### config.mk
export PLATFORM = sky130hd
export DESIGN_NAME = tilemap_corner_autotile_core
export DESIGN_NICKNAME = d
export VERILOG_FILES = /design/src/rtl/core/tmca_pkg.sv /design/src/rtl/core/tmca_cfg.sv /design/src/rtl/core/tmca_column.sv /design/src/rtl/core/tmca_emit.sv /design/src/rtl/core/tilemap_corner_autotile_core.sv
export VERILOG_INCLUDE_DIRS = /design/src /design/src/rtl/core
export SDC_FILE = /design/constraint.sdc
export NUM_CORES = 1
export LEC_CHECK = 0
export BUFFER_PORTS_ARGS = -buffer_cell sky130_fd_sc_hd__buf_2
export CAP_MARGIN = 20
export CORE_UTILIZATION = 45
export DETAILED_ROUTE_END_ITERATION = 12
export GPL_ROUTABILITY_DRIVEN = 0
export PLACE_DENSITY = 0.72
export SYNTH_ARGS = -nofsm -noshare
export SYNTH_HDL_FRONTEND = slang
export SYNTH_SLANG_ARGS = --single-unit
export TNS_END_PERCENT = 5
### constraint.sdc
create_clock -name i_clk -period 14.6 [get_ports i_clk]
set_input_delay 1.46 -clock i_clk [delete_from_list [all_inputs] [get_ports i_clk]]
set_output_delay 1.46 -clock i_clk [all_outputs]
set_load 0.02 [all_outputs]
### src/rtl/core/tilemap_corner_autotile_core_macros.svh
// tilemap_corner_autotile_core_macros.svh
// Assertion helpers for the corner autotile core; modules expect i_clk and i_rst_n in scope.
// The bodies are empty when SYNTHESIS is defined.
`ifndef TILEMAP_CORNER_AUTOTILE_CORE_MACROS_SVH
`define TILEMAP_CORNER_AUTOTILE_CORE_MACROS_SVH
`ifndef SYNTHESIS
`define TMCA_ASSERT_IMPL(lbl, ante, cons) \
    lbl: assert property (@(posedge i_clk) disable iff (!i_rst_n) (ante) |-> (cons)) \
        else $error("tmca: same-cycle check failed");
`define TMCA_ASSERT_NEXT(lbl, ante, cons) \
    lbl: assert property (@(posedge i_clk) disable iff (!i_rst_n) (ante) |=> (cons)) \
        else $error("tmca: next-cycle check failed");
`else
`define TMCA_ASSERT_IMPL(lbl, ante, cons)
`define TMCA_ASSERT_NEXT(lbl, ante, cons)
`endif
`endif

### src/rtl/core/tmca_pkg.sv
// tmca_pkg.sv
// Shared widths, register indexes and structs of the corner autotile core.
// No dependencies.
package tmca_pkg;
    localparam int MAX_HEIGHT_DEF = 32;
    localparam int TYPE_BITS_DEF  = 4;

    localparam int TILE_W   = 4;
    localparam int COL_W    = 10;
    localparam int ROW_W    = 5;
    localparam int ID_W     = 16;
    localparam int LAYER_W  = 4;
    localparam int MAPW_W   = 11;
    localparam int MAPH_W   = 6;
    localparam int APB_AW   = 5;
    localparam int APB_DW   = 32;
    localparam int S_TDATA_W = 8;
    localparam int M_TDATA_W = 88;

    localparam logic [MAPW_W-1:0] MAPW_RST = 11'd1024;
    localparam logic [MAPH_W-1:0] MAPH_RST = 6'd32;

    typedef enum logic [2:0] {
        REG_CHECK_TYPE   = 3'd0,
        REG_DEFAULT_TYPE = 3'd1,
        REG_BASE_TILE_ID = 3'd2,
        REG_FILL_MODE    = 3'd3,
        REG_MAP_WIDTH    = 3'd4,
        REG_MAP_HEIGHT   = 3'd5,
        REG_TARGET_LAYER = 3'd6
    } t_reg_idx;

    typedef struct packed {
        logic [TILE_W-1:0]  check_type;
        logic [TILE_W-1:0]  default_type;
        logic [ID_W-1:0]    base_tile_id;
        logic               fill_mode;
        logic [MAPW_W-1:0]  map_width;
        logic [MAPH_W-1:0]  map_height;
        logic [LAYER_W-1:0] target_layer;
    } t_cfg;

    // column job handed from the assembler to the emitter
    typedef struct packed {
        logic             two_col;   // end-of-map flush: a second column follows
        logic [COL_W-1:0] col;
    } t_job_ctl;

    typedef struct packed {
        logic [COL_W-1:0]   col;
        logic [ROW_W-1:0]   row;
        logic [ID_W-1:0]    id_top_left;
        logic [ID_W-1:0]    id_top_right;
        logic [ID_W-1:0]    id_bottom_left;
        logic [ID_W-1:0]    id_bottom_right;
        logic [LAYER_W-1:0] layer;
        logic               last;
    } t_result;
endpackage

### src/rtl/core/tmca_cfg.sv
// tmca_cfg.sv
// APB register file of the corner autotile core.
// Depends on tmca_pkg.
module tmca_cfg #(
    parameter int TYPE_BITS = tmca_pkg::TYPE_BITS_DEF
) (
    input  logic                        i_clk,
    input  logic                        i_rst_n,
    input  logic                        psel,
    input  logic                        penable,
    input  logic                        pwrite,
    input  logic [tmca_pkg::APB_AW-1:0] paddr,
    input  logic [tmca_pkg::APB_DW-1:0] pwdata,
    output logic [tmca_pkg::APB_DW-1:0] prdata,
    output logic                        pready,
    output tmca_pkg::t_cfg              o_cfg,
    output logic                        o_default_mis
);
    import tmca_pkg::*;

    localparam logic [TILE_W-1:0] TMASK = TILE_W'((1 << TYPE_BITS) - 1);

    logic [TILE_W-1:0]  r_check_type;
    logic [TILE_W-1:0]  r_default_type;
    logic [ID_W-1:0]    r_base_tile_id;
    logic               r_fill_mode;
    logic [MAPW_W-1:0]  r_map_width;
    logic [MAPH_W-1:0]  r_map_height;
    logic [LAYER_W-1:0] r_target_layer;
    logic               wr_en;
    t_reg_idx           idx;

    assign pready = 1'b1;
    assign wr_en  = psel && penable && pwrite && pready;
    assign idx    = t_reg_idx'(paddr[APB_AW-1:2]);

    always_ff @(posedge i_clk) begin
        if (!i_rst_n) begin
            r_check_type   <= '0;
            r_default_type <= '0;
            r_base_tile_id <= '0;
            r_fill_mode    <= 1'b0;
            r_map_width    <= MAPW_RST;
            r_map_height   <= MAPH_RST;
            r_target_layer <= '0;
        end else if (wr_en) begin
            unique case (idx)
                REG_CHECK_TYPE:   r_check_type   <= pwdata[TILE_W-1:0];
                REG_DEFAULT_TYPE: r_default_type <= pwdata[TILE_W-1:0];
                REG_BASE_TILE_ID: r_base_tile_id <= pwdata[ID_W-1:0];
                REG_FILL_MODE:    r_fill_mode    <= pwdata[0];
                REG_MAP_WIDTH:    r_map_width    <= pwdata[MAPW_W-1:0];
                REG_MAP_HEIGHT:   r_map_height   <= pwdata[MAPH_W-1:0];
                REG_TARGET_LAYER: r_target_layer <= pwdata[LAYER_W-1:0];
                default: ;
            endcase
        end
    end

    always_comb begin
        prdata = '0;
        unique case (idx)
            REG_CHECK_TYPE:   prdata = APB_DW'(r_check_type);
            REG_DEFAULT_TYPE: prdata = APB_DW'(r_default_type);
            REG_BASE_TILE_ID: prdata = APB_DW'(r_base_tile_id);
            REG_FILL_MODE:    prdata = APB_DW'(r_fill_mode);
            REG_MAP_WIDTH:    prdata = APB_DW'(r_map_width);
            REG_MAP_HEIGHT:   prdata = APB_DW'(r_map_height);
            REG_TARGET_LAYER: prdata = APB_DW'(r_target_layer);
            default:          prdata = '0;
        endcase
    end

    assign o_cfg.check_type   = r_check_type;
    assign o_cfg.default_type = r_default_type;
    assign o_cfg.base_tile_id = r_base_tile_id;
    assign o_cfg.fill_mode    = r_fill_mode;
    assign o_cfg.map_width    = r_map_width;
    assign o_cfg.map_height   = r_map_height;
    assign o_cfg.target_layer = r_target_layer;

    // off-map neighbors mismatch when the default type differs from the checked one
    assign o_default_mis = (r_default_type & TMASK) != (r_check_type & TMASK);
endmodule

### src/rtl/core/tmca_column.sv
// tmca_column.sv
// Column assembler: collects match bits of the arriving column and issues column jobs.
// Depends on tmca_pkg and the assertion macros header.
`include "tilemap_corner_autotile_core_macros.svh"
module tmca_column #(
    parameter int MAX_HEIGHT = tmca_pkg::MAX_HEIGHT_DEF,
    parameter int TYPE_BITS  = tmca_pkg::TYPE_BITS_DEF,
    localparam int RIDX_W    = (MAX_HEIGHT > 1) ? $clog2(MAX_HEIGHT) : 1,
    localparam int CNT_W     = $clog2(MAX_HEIGHT + 1)
) (
    input  logic                        i_clk,
    input  logic                        i_rst_n,
    input  tmca_pkg::t_cfg              i_cfg,
    input  logic                        i_valid,
    output logic                        o_ready,
    input  logic [tmca_pkg::TILE_W-1:0] i_tile,
    input  logic                        i_end,
    output logic                        o_job_valid,
    input  logic                        i_job_take,
    output tmca_pkg::t_job_ctl          o_job_ctl,
    output logic [MAX_HEIGHT-1:0]       o_job_l,
    output logic [MAX_HEIGHT-1:0]       o_job_c,
    output logic [MAX_HEIGHT-1:0]       o_job_r,
    output logic [CNT_W-1:0]            o_job_lr,
    output logic [CNT_W-1:0]            o_job_cr,
    output logic [CNT_W-1:0]            o_job_rr,
    output logic [CNT_W-1:0]            o_job_nr
);
    import tmca_pkg::*;

    localparam logic [TILE_W-1:0] TMASK = TILE_W'((1 << TYPE_BITS) - 1);

    logic [MAX_HEIGHT-1:0] r_prev, r_cur, r_new;
    logic [CNT_W-1:0]      r_prev_rows, r_cur_rows;
    logic [COL_W-1:0]      r_col_cnt;
    logic [RIDX_W-1:0]     r_row;
    logic                  r_job_valid;

    t_job_ctl              r_job_ctl, n_job_ctl;
    logic [MAX_HEIGHT-1:0] r_job_l, r_job_c, r_job_r, n_job_l, n_job_c, n_job_r;
    logic [CNT_W-1:0]      r_job_lr, r_job_cr, r_job_rr, r_job_nr;
    logic [CNT_W-1:0]      n_job_lr, n_job_cr, n_job_rr;

    logic [CNT_W-1:0]      h_eff, h_m1, nr;
    logic [MAPW_W-1:0]     w_eff;
    logic [RIDX_W-1:0]     row_c;
    logic [COL_W-1:0]      prevcol;
    logic [MAX_HEIGHT-1:0] nv;
    logic                  acc, col_done, match, right_on, job_load;

    always_comb begin
        if (i_cfg.map_height == '0) begin
            h_eff = CNT_W'(1);
        end else if (i_cfg.map_height > MAPH_W'(MAX_HEIGHT)) begin
            h_eff = CNT_W'(MAX_HEIGHT);
        end else begin
            h_eff = CNT_W'(i_cfg.map_height);
        end
    end

    assign w_eff    = (i_cfg.map_width == '0) ? MAPW_W'(1) : i_cfg.map_width;
    assign h_m1     = h_eff - CNT_W'(1);
    // row counter can sit past a height that was lowered while idle
    assign row_c    = (CNT_W'(r_row) > h_m1) ? RIDX_W'(h_m1) : r_row;
    assign nr       = CNT_W'(row_c) + CNT_W'(1);
    assign col_done = (CNT_W'(row_c) == h_m1);
    assign match    = (i_tile & TMASK) == (i_cfg.check_type & TMASK);
    assign prevcol  = r_col_cnt - COL_W'(1);
    assign right_on = (MAPW_W'(prevcol) + MAPW_W'(1)) < w_eff;

    always_comb begin
        nv        = r_new;
        nv[row_c] = match;
    end

    assign o_ready  = !r_job_valid || i_job_take;
    assign acc      = i_valid && o_ready;
    assign job_load = acc && (i_end || (col_done && (r_cur_rows != '0)));

    always_comb begin
        n_job_ctl.two_col = 1'b0;
        n_job_ctl.col     = prevcol;
        n_job_l           = r_prev;
        n_job_lr          = r_prev_rows;
        n_job_c           = r_cur;
        n_job_cr          = r_cur_rows;
        n_job_r           = nv;
        n_job_rr          = right_on ? h_eff : '0;
        if (i_end) begin
            n_job_rr = right_on ? nr : '0;
            if (r_cur_rows != '0) begin
                n_job_ctl.two_col = 1'b1;
            end else begin
                // only the partial column is pending
                n_job_ctl.col = r_col_cnt;
                n_job_l       = r_cur;
                n_job_lr      = r_cur_rows;
                n_job_c       = nv;
                n_job_cr      = nr;
                n_job_rr      = '0;
            end
        end
    end

    always_ff @(posedge i_clk) begin
        if (!i_rst_n) begin
            r_job_valid <= 1'b0;
            r_prev      <= '0;
            r_cur       <= '0;
            r_new       <= '0;
            r_prev_rows <= '0;
            r_cur_rows  <= '0;
            r_col_cnt   <= '0;
            r_row       <= '0;
        end else begin
            if (job_load) begin
                r_job_valid <= 1'b1;
            end else if (i_job_take) begin
                r_job_valid <= 1'b0;
            end
            if (acc) begin
                if (i_end) begin
                    r_prev      <= '0;
                    r_cur       <= '0;
                    r_new       <= '0;
                    r_prev_rows <= '0;
                    r_cur_rows  <= '0;
                    r_col_cnt   <= '0;
                    r_row       <= '0;
                end else if (col_done) begin
                    r_prev      <= r_cur;
                    r_prev_rows <= r_cur_rows;
                    r_cur       <= nv;
                    r_cur_rows  <= h_eff;
                    r_new       <= '0;
                    r_col_cnt   <= r_col_cnt + COL_W'(1);
                    r_row       <= '0;
                end else begin
                    r_new <= nv;
                    r_row <= row_c + RIDX_W'(1);
                end
            end
        end
    end

    always_ff @(posedge i_clk) begin
        if (job_load) begin
            r_job_ctl <= n_job_ctl;
            r_job_l   <= n_job_l;
            r_job_c   <= n_job_c;
            r_job_r   <= n_job_r;
            r_job_lr  <= n_job_lr;
            r_job_cr  <= n_job_cr;
            r_job_rr  <= n_job_rr;
            r_job_nr  <= nr;
        end
    end

    assign o_job_valid = r_job_valid;
    assign o_job_ctl   = r_job_ctl;
    assign o_job_l     = r_job_l;
    assign o_job_c     = r_job_c;
    assign o_job_r     = r_job_r;
    assign o_job_lr    = r_job_lr;
    assign o_job_cr    = r_job_cr;
    assign o_job_rr    = r_job_rr;
    assign o_job_nr    = r_job_nr;

    `TMCA_ASSERT_NEXT(a_end_clears, acc && i_end,
                      r_col_cnt == '0 && r_row == '0 && r_cur_rows == '0)
    `TMCA_ASSERT_NEXT(a_col_wraps_row, acc && !i_end && col_done, r_row == '0)
    `TMCA_ASSERT_IMPL(a_flush_job_rows, r_job_valid && r_job_ctl.two_col, r_job_cr != '0)
endmodule

### src/rtl/core/tmca_emit.sv
// tmca_emit.sv
// Corner emitter: walks the matching rows of a column job and computes four corner ids.
// Depends on tmca_pkg and the assertion macros header.
`include "tilemap_corner_autotile_core_macros.svh"
module tmca_emit #(
    parameter int MAX_HEIGHT = tmca_pkg::MAX_HEIGHT_DEF,
    localparam int RIDX_W    = (MAX_HEIGHT > 1) ? $clog2(MAX_HEIGHT) : 1,
    localparam int CNT_W     = $clog2(MAX_HEIGHT + 1)
) (
    input  logic                  i_clk,
    input  logic                  i_rst_n,
    input  tmca_pkg::t_cfg        i_cfg,
    input  logic                  i_default_mis,
    input  logic                  i_job_valid,
    output logic                  o_job_take,
    input  tmca_pkg::t_job_ctl    i_job_ctl,
    input  logic [MAX_HEIGHT-1:0] i_job_l,
    input  logic [MAX_HEIGHT-1:0] i_job_c,
    input  logic [MAX_HEIGHT-1:0] i_job_r,
    input  logic [CNT_W-1:0]      i_job_lr,
    input  logic [CNT_W-1:0]      i_job_cr,
    input  logic [CNT_W-1:0]      i_job_rr,
    input  logic [CNT_W-1:0]      i_job_nr,
    output logic                  o_valid,
    input  logic                  i_ready,
    output tmca_pkg::t_result     o_res
);
    import tmca_pkg::*;

    // status of one neighbor: {off map, on map and mismatching}
    function automatic logic [1:0] look(input logic [MAX_HEIGHT-1:0] v,
                                        input logic [CNT_W-1:0] n,
                                        input logic [RIDX_W:0] p,
                                        input logic under);
        logic off;
        off = under || (p >= (RIDX_W+1)'(n));
        return {off, !off && !v[p[RIDX_W-1:0]]};
    endfunction

    function automatic logic [ID_W-1:0] corner(input logic [1:0] hs, input logic [1:0] vs,
                                               input logic [1:0] ds, input logic dm,
                                               input logic [ID_W-1:0] base);
        logic hm, vm, dg;
        hm = hs[1] ? dm : hs[0];
        vm = vs[1] ? dm : vs[0];
        dg = !hm && !vm && ds[0];
        return base + ID_W'({dg, hm, vm});
    endfunction

    function automatic logic [MAX_HEIGHT-1:0] row_mask(input logic [CNT_W-1:0] n);
        logic [MAX_HEIGHT-1:0] m;
        for (int i = 0; i < MAX_HEIGHT; i++) begin
            m[i] = (i < int'(n));
        end
        return m;
    endfunction

    logic                  r_act, r_ovalid, r_two;
    logic [MAX_HEIGHT-1:0] r_l, r_c, r_r, r_mask, r_mask_b;
    logic [CNT_W-1:0]      r_lr, r_cr, r_rr, r_nr;
    logic [COL_W-1:0]      r_col;
    t_result               r_res;

    logic                  out_free, step, has, more_b, fin, fire;
    logic [MAX_HEIGHT-1:0] low, rest;
    logic [RIDX_W-1:0]     j;
    logic [RIDX_W:0]       pj, pu, pd;
    logic                  at_top;
    logic [1:0]            lh, rh, up, dn;
    logic [ID_W-1:0]       id_tl, id_tr, id_bl, id_br;

    assign out_free = !r_ovalid || i_ready;
    assign step     = r_act && out_free;
    assign has      = r_mask != '0;
    assign low      = r_mask & (~r_mask + MAX_HEIGHT'(1));
    assign rest     = r_mask & ~low;
    assign more_b   = r_two && (r_mask_b != '0);
    assign fin      = (rest == '0) && !more_b;
    assign fire     = step && has;
    assign o_job_take = i_job_valid && (!r_act || (step && fin));

    always_comb begin
        j = '0;
        for (int i = MAX_HEIGHT - 1; i >= 0; i--) begin
            if (r_mask[i]) begin
                j = RIDX_W'(i);
            end
        end
    end

    assign pj     = {1'b0, j};
    assign pu     = pj - (RIDX_W+1)'(1);
    assign pd     = pj + (RIDX_W+1)'(1);
    assign at_top = (j == '0);

    assign lh = look(r_l, r_lr, pj, 1'b0);
    assign rh = look(r_r, r_rr, pj, 1'b0);
    assign up = look(r_c, r_cr, pu, at_top);
    assign dn = look(r_c, r_cr, pd, 1'b0);

    always_comb begin
        if (i_cfg.fill_mode) begin
            id_tl = corner(lh, up, look(r_l, r_lr, pu, at_top), i_default_mis,
                           i_cfg.base_tile_id);
            id_tr = corner(rh, up, look(r_r, r_rr, pu, at_top), i_default_mis,
                           i_cfg.base_tile_id);
            id_bl = corner(lh, dn, look(r_l, r_lr, pd, 1'b0), i_default_mis,
                           i_cfg.base_tile_id);
            id_br = corner(rh, dn, look(r_r, r_rr, pd, 1'b0), i_default_mis,
                           i_cfg.base_tile_id);
        end else begin
            id_tl = i_cfg.base_tile_id;
            id_tr = i_cfg.base_tile_id;
            id_bl = i_cfg.base_tile_id;
            id_br = i_cfg.base_tile_id;
        end
    end

    always_ff @(posedge i_clk) begin
        if (!i_rst_n) begin
            r_act    <= 1'b0;
            r_ovalid <= 1'b0;
        end else begin
            if (out_free) begin
                r_ovalid <= fire;
            end
            if (o_job_take) begin
                r_act <= 1'b1;
            end else if (step && fin) begin
                r_act <= 1'b0;
            end
        end
    end

    always_ff @(posedge i_clk) begin
        if (o_job_take) begin
            r_l      <= i_job_l;
            r_c      <= i_job_c;
            r_r      <= i_job_r;
            r_lr     <= i_job_lr;
            r_cr     <= i_job_cr;
            r_rr     <= i_job_rr;
            r_nr     <= i_job_nr;
            r_col    <= i_job_ctl.col;
            r_two    <= i_job_ctl.two_col;
            r_mask   <= i_job_c & row_mask(i_job_cr);
            r_mask_b <= i_job_r & row_mask(i_job_nr);
        end else if (step) begin
            if (rest == '0 && more_b) begin
                // flush: the partial column becomes the center, nothing to its right
                r_l    <= r_c;
                r_lr   <= r_cr;
                r_c    <= r_r;
                r_cr   <= r_nr;
                r_rr   <= '0;
                r_col  <= r_col + COL_W'(1);
                r_two  <= 1'b0;
                r_mask <= r_mask_b;
            end else begin
                r_mask <= rest;
            end
        end
    end

    always_ff @(posedge i_clk) begin
        if (fire) begin
            r_res.col             <= r_col;
            r_res.row             <= ROW_W'(j);
            r_res.id_top_left     <= id_tl;
            r_res.id_top_right    <= id_tr;
            r_res.id_bottom_left  <= id_bl;
            r_res.id_bottom_right <= id_br;
            r_res.layer           <= i_cfg.target_layer;
            r_res.last            <= fin;
        end
    end

    assign o_valid = r_ovalid;
    assign o_res   = r_res;

    `TMCA_ASSERT_IMPL(a_mask_in_rows, r_act, (r_mask & ~row_mask(r_cr)) == '0)
    `TMCA_ASSERT_IMPL(a_flush_center_rows, r_act && r_two, r_cr != '0)
    `TMCA_ASSERT_NEXT(a_last_ends_job, fire && fin && !i_job_valid, !r_act)
endmodule

### src/rtl/core/tilemap_corner_autotile_core.sv
// tilemap_corner_autotile_core.sv
// Top level of the corner autotile core: APB registers, column assembler, corner emitter.
// Depends on tmca_pkg, tmca_cfg, tmca_column, tmca_emit.
//
//  channel   | direction | word
//  ----------+-----------+-------------------------------------------------------
//  s_axis    | in        | one tile type per word, column-major; tlast ends the map
//  m_axis    | out       | one filled tile per word: position, four corner ids, layer
//  apb       | in/out    | seven config registers at byte offsets 0x00..0x18
//
// One tile word is taken per cycle. A column's results leave once the column to its right
// has fully arrived: one word per matching row, and none for a column with no match;
// a second finished column waits in a one-job slot, and s_axis stalls only while that slot
// is full. End of map drains any pending complete column and the partial one back to back.
// Results of a column pass the job slot, the emitter's job registers and its output register.
// Reset is synchronous.
module tilemap_corner_autotile_core #(
    parameter int MAX_HEIGHT = tmca_pkg::MAX_HEIGHT_DEF,
    parameter int TYPE_BITS  = tmca_pkg::TYPE_BITS_DEF,
    localparam int CNT_W     = $clog2(MAX_HEIGHT + 1)
) (
    input  logic                           i_clk,
    input  logic                           i_rst_n,
    input  logic                           s_axis_tvalid,
    output logic                           s_axis_tready,
    input  logic [tmca_pkg::S_TDATA_W-1:0] s_axis_tdata,   // [3:0] tile_type
    input  logic                           s_axis_tlast,   // end_of_map
    output logic                           m_axis_tvalid,
    input  logic                           m_axis_tready,
    // [9:0] col, [14:10] row, [30:15] id_top_left, [46:31] id_top_right,
    // [62:47] id_bottom_left, [78:63] id_bottom_right, [82:79] layer
    output logic [tmca_pkg::M_TDATA_W-1:0] m_axis_tdata,
    output logic                           m_axis_tlast,   // last
    input  logic                           psel,
    input  logic                           penable,
    input  logic                           pwrite,
    input  logic [tmca_pkg::APB_AW-1:0]    paddr,
    input  logic [tmca_pkg::APB_DW-1:0]    pwdata,
    output logic [tmca_pkg::APB_DW-1:0]    prdata,
    output logic                           pready
);
    import tmca_pkg::*;

    t_cfg                  cfg;
    logic                  default_mis;
    logic                  job_valid, job_take;
    t_job_ctl              job_ctl;
    logic [MAX_HEIGHT-1:0] job_l, job_c, job_r;
    logic [CNT_W-1:0]      job_lr, job_cr, job_rr, job_nr;
    t_result               res;

    tmca_cfg #(
        .TYPE_BITS (TYPE_BITS)
    ) u_cfg (
        .i_clk         (i_clk),
        .i_rst_n       (i_rst_n),
        .psel          (psel),
        .penable       (penable),
        .pwrite        (pwrite),
        .paddr         (paddr),
        .pwdata        (pwdata),
        .prdata        (prdata),
        .pready        (pready),
        .o_cfg         (cfg),
        .o_default_mis (default_mis)
    );

    tmca_column #(
        .MAX_HEIGHT (MAX_HEIGHT),
        .TYPE_BITS  (TYPE_BITS)
    ) u_column (
        .i_clk       (i_clk),
        .i_rst_n     (i_rst_n),
        .i_cfg       (cfg),
        .i_valid     (s_axis_tvalid),
        .o_ready     (s_axis_tready),
        .i_tile      (s_axis_tdata[TILE_W-1:0]),
        .i_end       (s_axis_tlast),
        .o_job_valid (job_valid),
        .i_job_take  (job_take),
        .o_job_ctl   (job_ctl),
        .o_job_l     (job_l),
        .o_job_c     (job_c),
        .o_job_r     (job_r),
        .o_job_lr    (job_lr),
        .o_job_cr    (job_cr),
        .o_job_rr    (job_rr),
        .o_job_nr    (job_nr)
    );

    tmca_emit #(
        .MAX_HEIGHT (MAX_HEIGHT)
    ) u_emit (
        .i_clk         (i_clk),
        .i_rst_n       (i_rst_n),
        .i_cfg         (cfg),
        .i_default_mis (default_mis),
        .i_job_valid   (job_valid),
        .o_job_take    (job_take),
        .i_job_ctl     (job_ctl),
        .i_job_l       (job_l),
        .i_job_c       (job_c),
        .i_job_r       (job_r),
        .i_job_lr      (job_lr),
        .i_job_cr      (job_cr),
        .i_job_rr      (job_rr),
        .i_job_nr      (job_nr),
        .o_valid       (m_axis_tvalid),
        .i_ready       (m_axis_tready),
        .o_res         (res)
    );

    assign m_axis_tdata = {5'b0, res.layer, res.id_bottom_right, res.id_bottom_left,
                           res.id_top_right, res.id_top_left, res.row, res.col};
    assign m_axis_tlast = res.last;
endmodule

==> impl_metrics.toml <==
[synth]
synth_ff_type = "edfxtp_1"
syn_area_per_cell_sq_um = 9.82
synth_area_sq_um = 29800
yosys_warnings = 0
yosysSeqAreaShare_pct = 52.7
synth-edff-count = 408
syn_inst = 3034
synth.distinct_cells = 81
synthArstFlopShare_pct = 0
synth-seq-cells = 580

[global_route]
grt_max_degree = 90
gr-total-overflow = 0
grt_pass1_vias = 20800
antenna_found_initial = 1
grt_usage_pct = 23.9
grt_pass1_wl_mm = 124

[timing]
slew_headroom_pct = 32.5
finClkSkew_ps = 36.7
finalCriticalPeriod_ps = 8040
setup_viol = 0
hold_violations = 0
max_slew.worst_pin.slew_ps = 1010
setup_tns_ps = 0
drv_slew = 0
max_freq_mhz = 124
rsz0062_at_grt = "no"
period_share_pct = 55.0
worst_slack_ps = 6560

[drt]
vias_per_cell = 5.79
wl_per_cell_um = 20.6
num_vias = 23000
drt_first_pass_iters = 6
finalWirelength_mm = 81.9
drc = 0
drt_iter0_drc = 3125
ant_nets = 0

[worst_setup_path]
reg2reg_from = "u_emit.r_mask[8]"
ff2ff_setup_slack_ps = 6560
cp_slowest_cell = "buf_4"
required_ps = 14970
r2r_cells = 25
critPathMaxFanout = 44
path_class = "flip-flop to flip-flop"
crit_path_end_kind = "flip-flop"
slowest_delay_ps = 630
regToRegEndpoint = "u_emit.o_res[65]"
cp.arrival_ps = 8400
startpoint_type = "flip-flop"

[clock_network]
cts-root-buf = "clkbuf_16"
numClockSinks = 580
cts_tree = "built"
clk_path_buf_depth = 3
cts_made_buffers = 56
htree_levels = 2
ctsResizeCount = 0
postCtsSetupRepairBufs = 0
clk_pin_slew_ps = 70
clk_latency_ps = 650
holdBufCountCts = 0

[hold_path]
hold_class = "flip-flop to flip-flop"
hp-start = "u_column.o_job_r[2]"
hold-path-endpoint = "u_emit.r_r[2]"
whs_path_depth = 0

[floorplan]
fp.dieW_um = 259
io_pins = 177
die_y_um = 259
dieArea_sq_um = 67200
core_area_sq_um = 64900
start_util_pct = 45.9
num_rows = 93

[placement]
port_buffers = 132
dp_slack_ps = 6820
dpl.hpwl_mm = 57.9
post_dp_cell_area_sq_um = 31000

[power_and_ir_drop]
power_leakage_nw = 12.9
switching_power_w = 0.000951
comb_power_share_pct = 10.0
ir_drop_v = 0.000102
p_per_area_nw_per_um2 = 116
p_seq_share_pct = 48.6
swShare_pct = 24.9
intPower_w = 0.00287
power.share.clock_pct = 41.5

[layout]
mostFrequentLayoutCells = "nand2_1, edfxtp_1, nor2_1"
drive_gt1_share_pct = 10.4
n_fill_cell = 5760
area_growth_pct = 10.9
final-seq-area_sq_um = 15700
post-route-cell-area_sq_um = 33000
final_util_pct = 50.9
final_common_cell = "nand2_1"
nNetsFinal = 3204
multiInputGateArea_sq_um = 12900
antenna_cells = 0

[status]
run_status = "completed"

[run]
drv_cap = 0
metal layers:
metal | GRT usage [%] | up-vias | wire, um
met5 | 0 | - | 13
met4 | 9.90 | 2 | 3400
met3 | 4.34 | 199 | 8030
met2 | 36.2 | 1100 | 36500
met1 | 33.7 | 10900 | 34000
li1 | - | 10800 | -
stage by stage:
step | hold slack [ps] | total power [W] | instances
floorplan | 417 | 0.00215 | 3054
global placement | 425 | 0.00225 | 3866
detailed placement | 426 | 0.00226 | 3867
CTS | 413 | 0.00382 | 3973
global route | 418 | 0.00392 | 3974
finish | 419 | 0.00382 | 3974
registers in the layout, indices dropped and copies added, names as in the netlist, 10 cells and up:
name / flops
u_emit.r_c: 32
u_emit.r_mask_b: 32
u_column.o_job_r: 32
u_emit.r_l: 32
u_column.o_job_l: 32
u_cfg.r_map_width: 11
u_emit.o_res: 82
u_emit.r_col: 10
u_emit.r_mask: 32
u_column.o_job_c: 32
u_column.r_cur: 32
u_column.r_prev: 32
u_column.r_col_cnt: 10
u_column.r_new: 32
u_column.o_job_ctl: 11
u_emit.r_r: 32
u_cfg.r_base_tile_id: 16
logic make-up after synthesis:
group	Yosys count	share of synthesized area (%)
and+or+nand+nor	1206	17.8
DFF	580	52.7
muxes	134	5.43
adders and majority gates	82	3.53
xor gates and xnor gates	113	3.35
other	2	0.0252
AOI/OAI and AO/OA	598	12.7
buffers and inverters	319	4.50
final cells by class:
class	count	share of cell area (%)
clock inverter	29	1.35
sequential	580	47.5
multi-input combinational	2155	39.0
tap	855	3.24
inverter	109	1.25
clock buffer	77	4.78
timing repair buffer	169	2.85
how the worst max path moves through the flow:
| stage | startpoint | end | cells past startpoint |
|---|---|---|---|
| 3_3_place_gp | u_emit.r_mask[8] | u_emit.o_res[67] | 25 |
| 6_report | u_emit.r_mask[8] | u_emit.o_res[65] | 25 |
| 3_5_place_dp | u_emit.r_mask[8] | u_emit.o_res[65] | 25 |
| 2_1_floorplan | u_emit.r_mask[3] | u_column.o_job_c[0] | 11 |
| 5_1_grt | u_emit.r_mask[8] | u_emit.o_res[65] | 25 |
| 4_1_cts | u_emit.r_mask[8] | u_emit.o_res[65] | 25 |
synth_stat cells, drive strengths merged (51+ instances only):
cell | count | area [sq um]
a21boi | 51 | 383
xnor2 | 60 | 533
clkbuf | 134 | 503
buf | 76 | 429
nor2 | 185 | 694
a21oi | 104 | 521
dfxtp | 172 | 3440
o21ai | 199 | 996
nand3 | 57 | 285
ha | 76 | 951
mux2i | 103 | 1030
nand2 | 703 | 2650
xor2 | 53 | 464
inv | 106 | 398
edfxtp | 408 | 12300
power by group through the flow:
stage                     clock network, W  logic (W)  registers [W]
final                              0.00158   0.000380        0.00185
after global routing               0.00165   0.000413        0.00186
after CTS                          0.00159   0.000375        0.00185
after detailed placement                 0   0.000373        0.00189
after global placement                   0   0.000368        0.00189
after floorplan                          0   0.000267        0.00188
worst max-delay path: cells and delay by family, from the launching register on:
| kind | cells | cell delay (ps) |
|---|---|---|
| adder cells (fa/ha/maj) | 2 | 690 |
| flip-flops | 1 | 540 |
| buffers and inverters | 5 | 1850 |
| multiplexers | 3 | 960 |
| AND/OR/NAND/NOR | 8 | 2050 |
| AO/OA/AOI/OAI | 6 | 1460 |
| XOR/XNOR | 1 | 170 |
(Power assumes the default switching activity.)
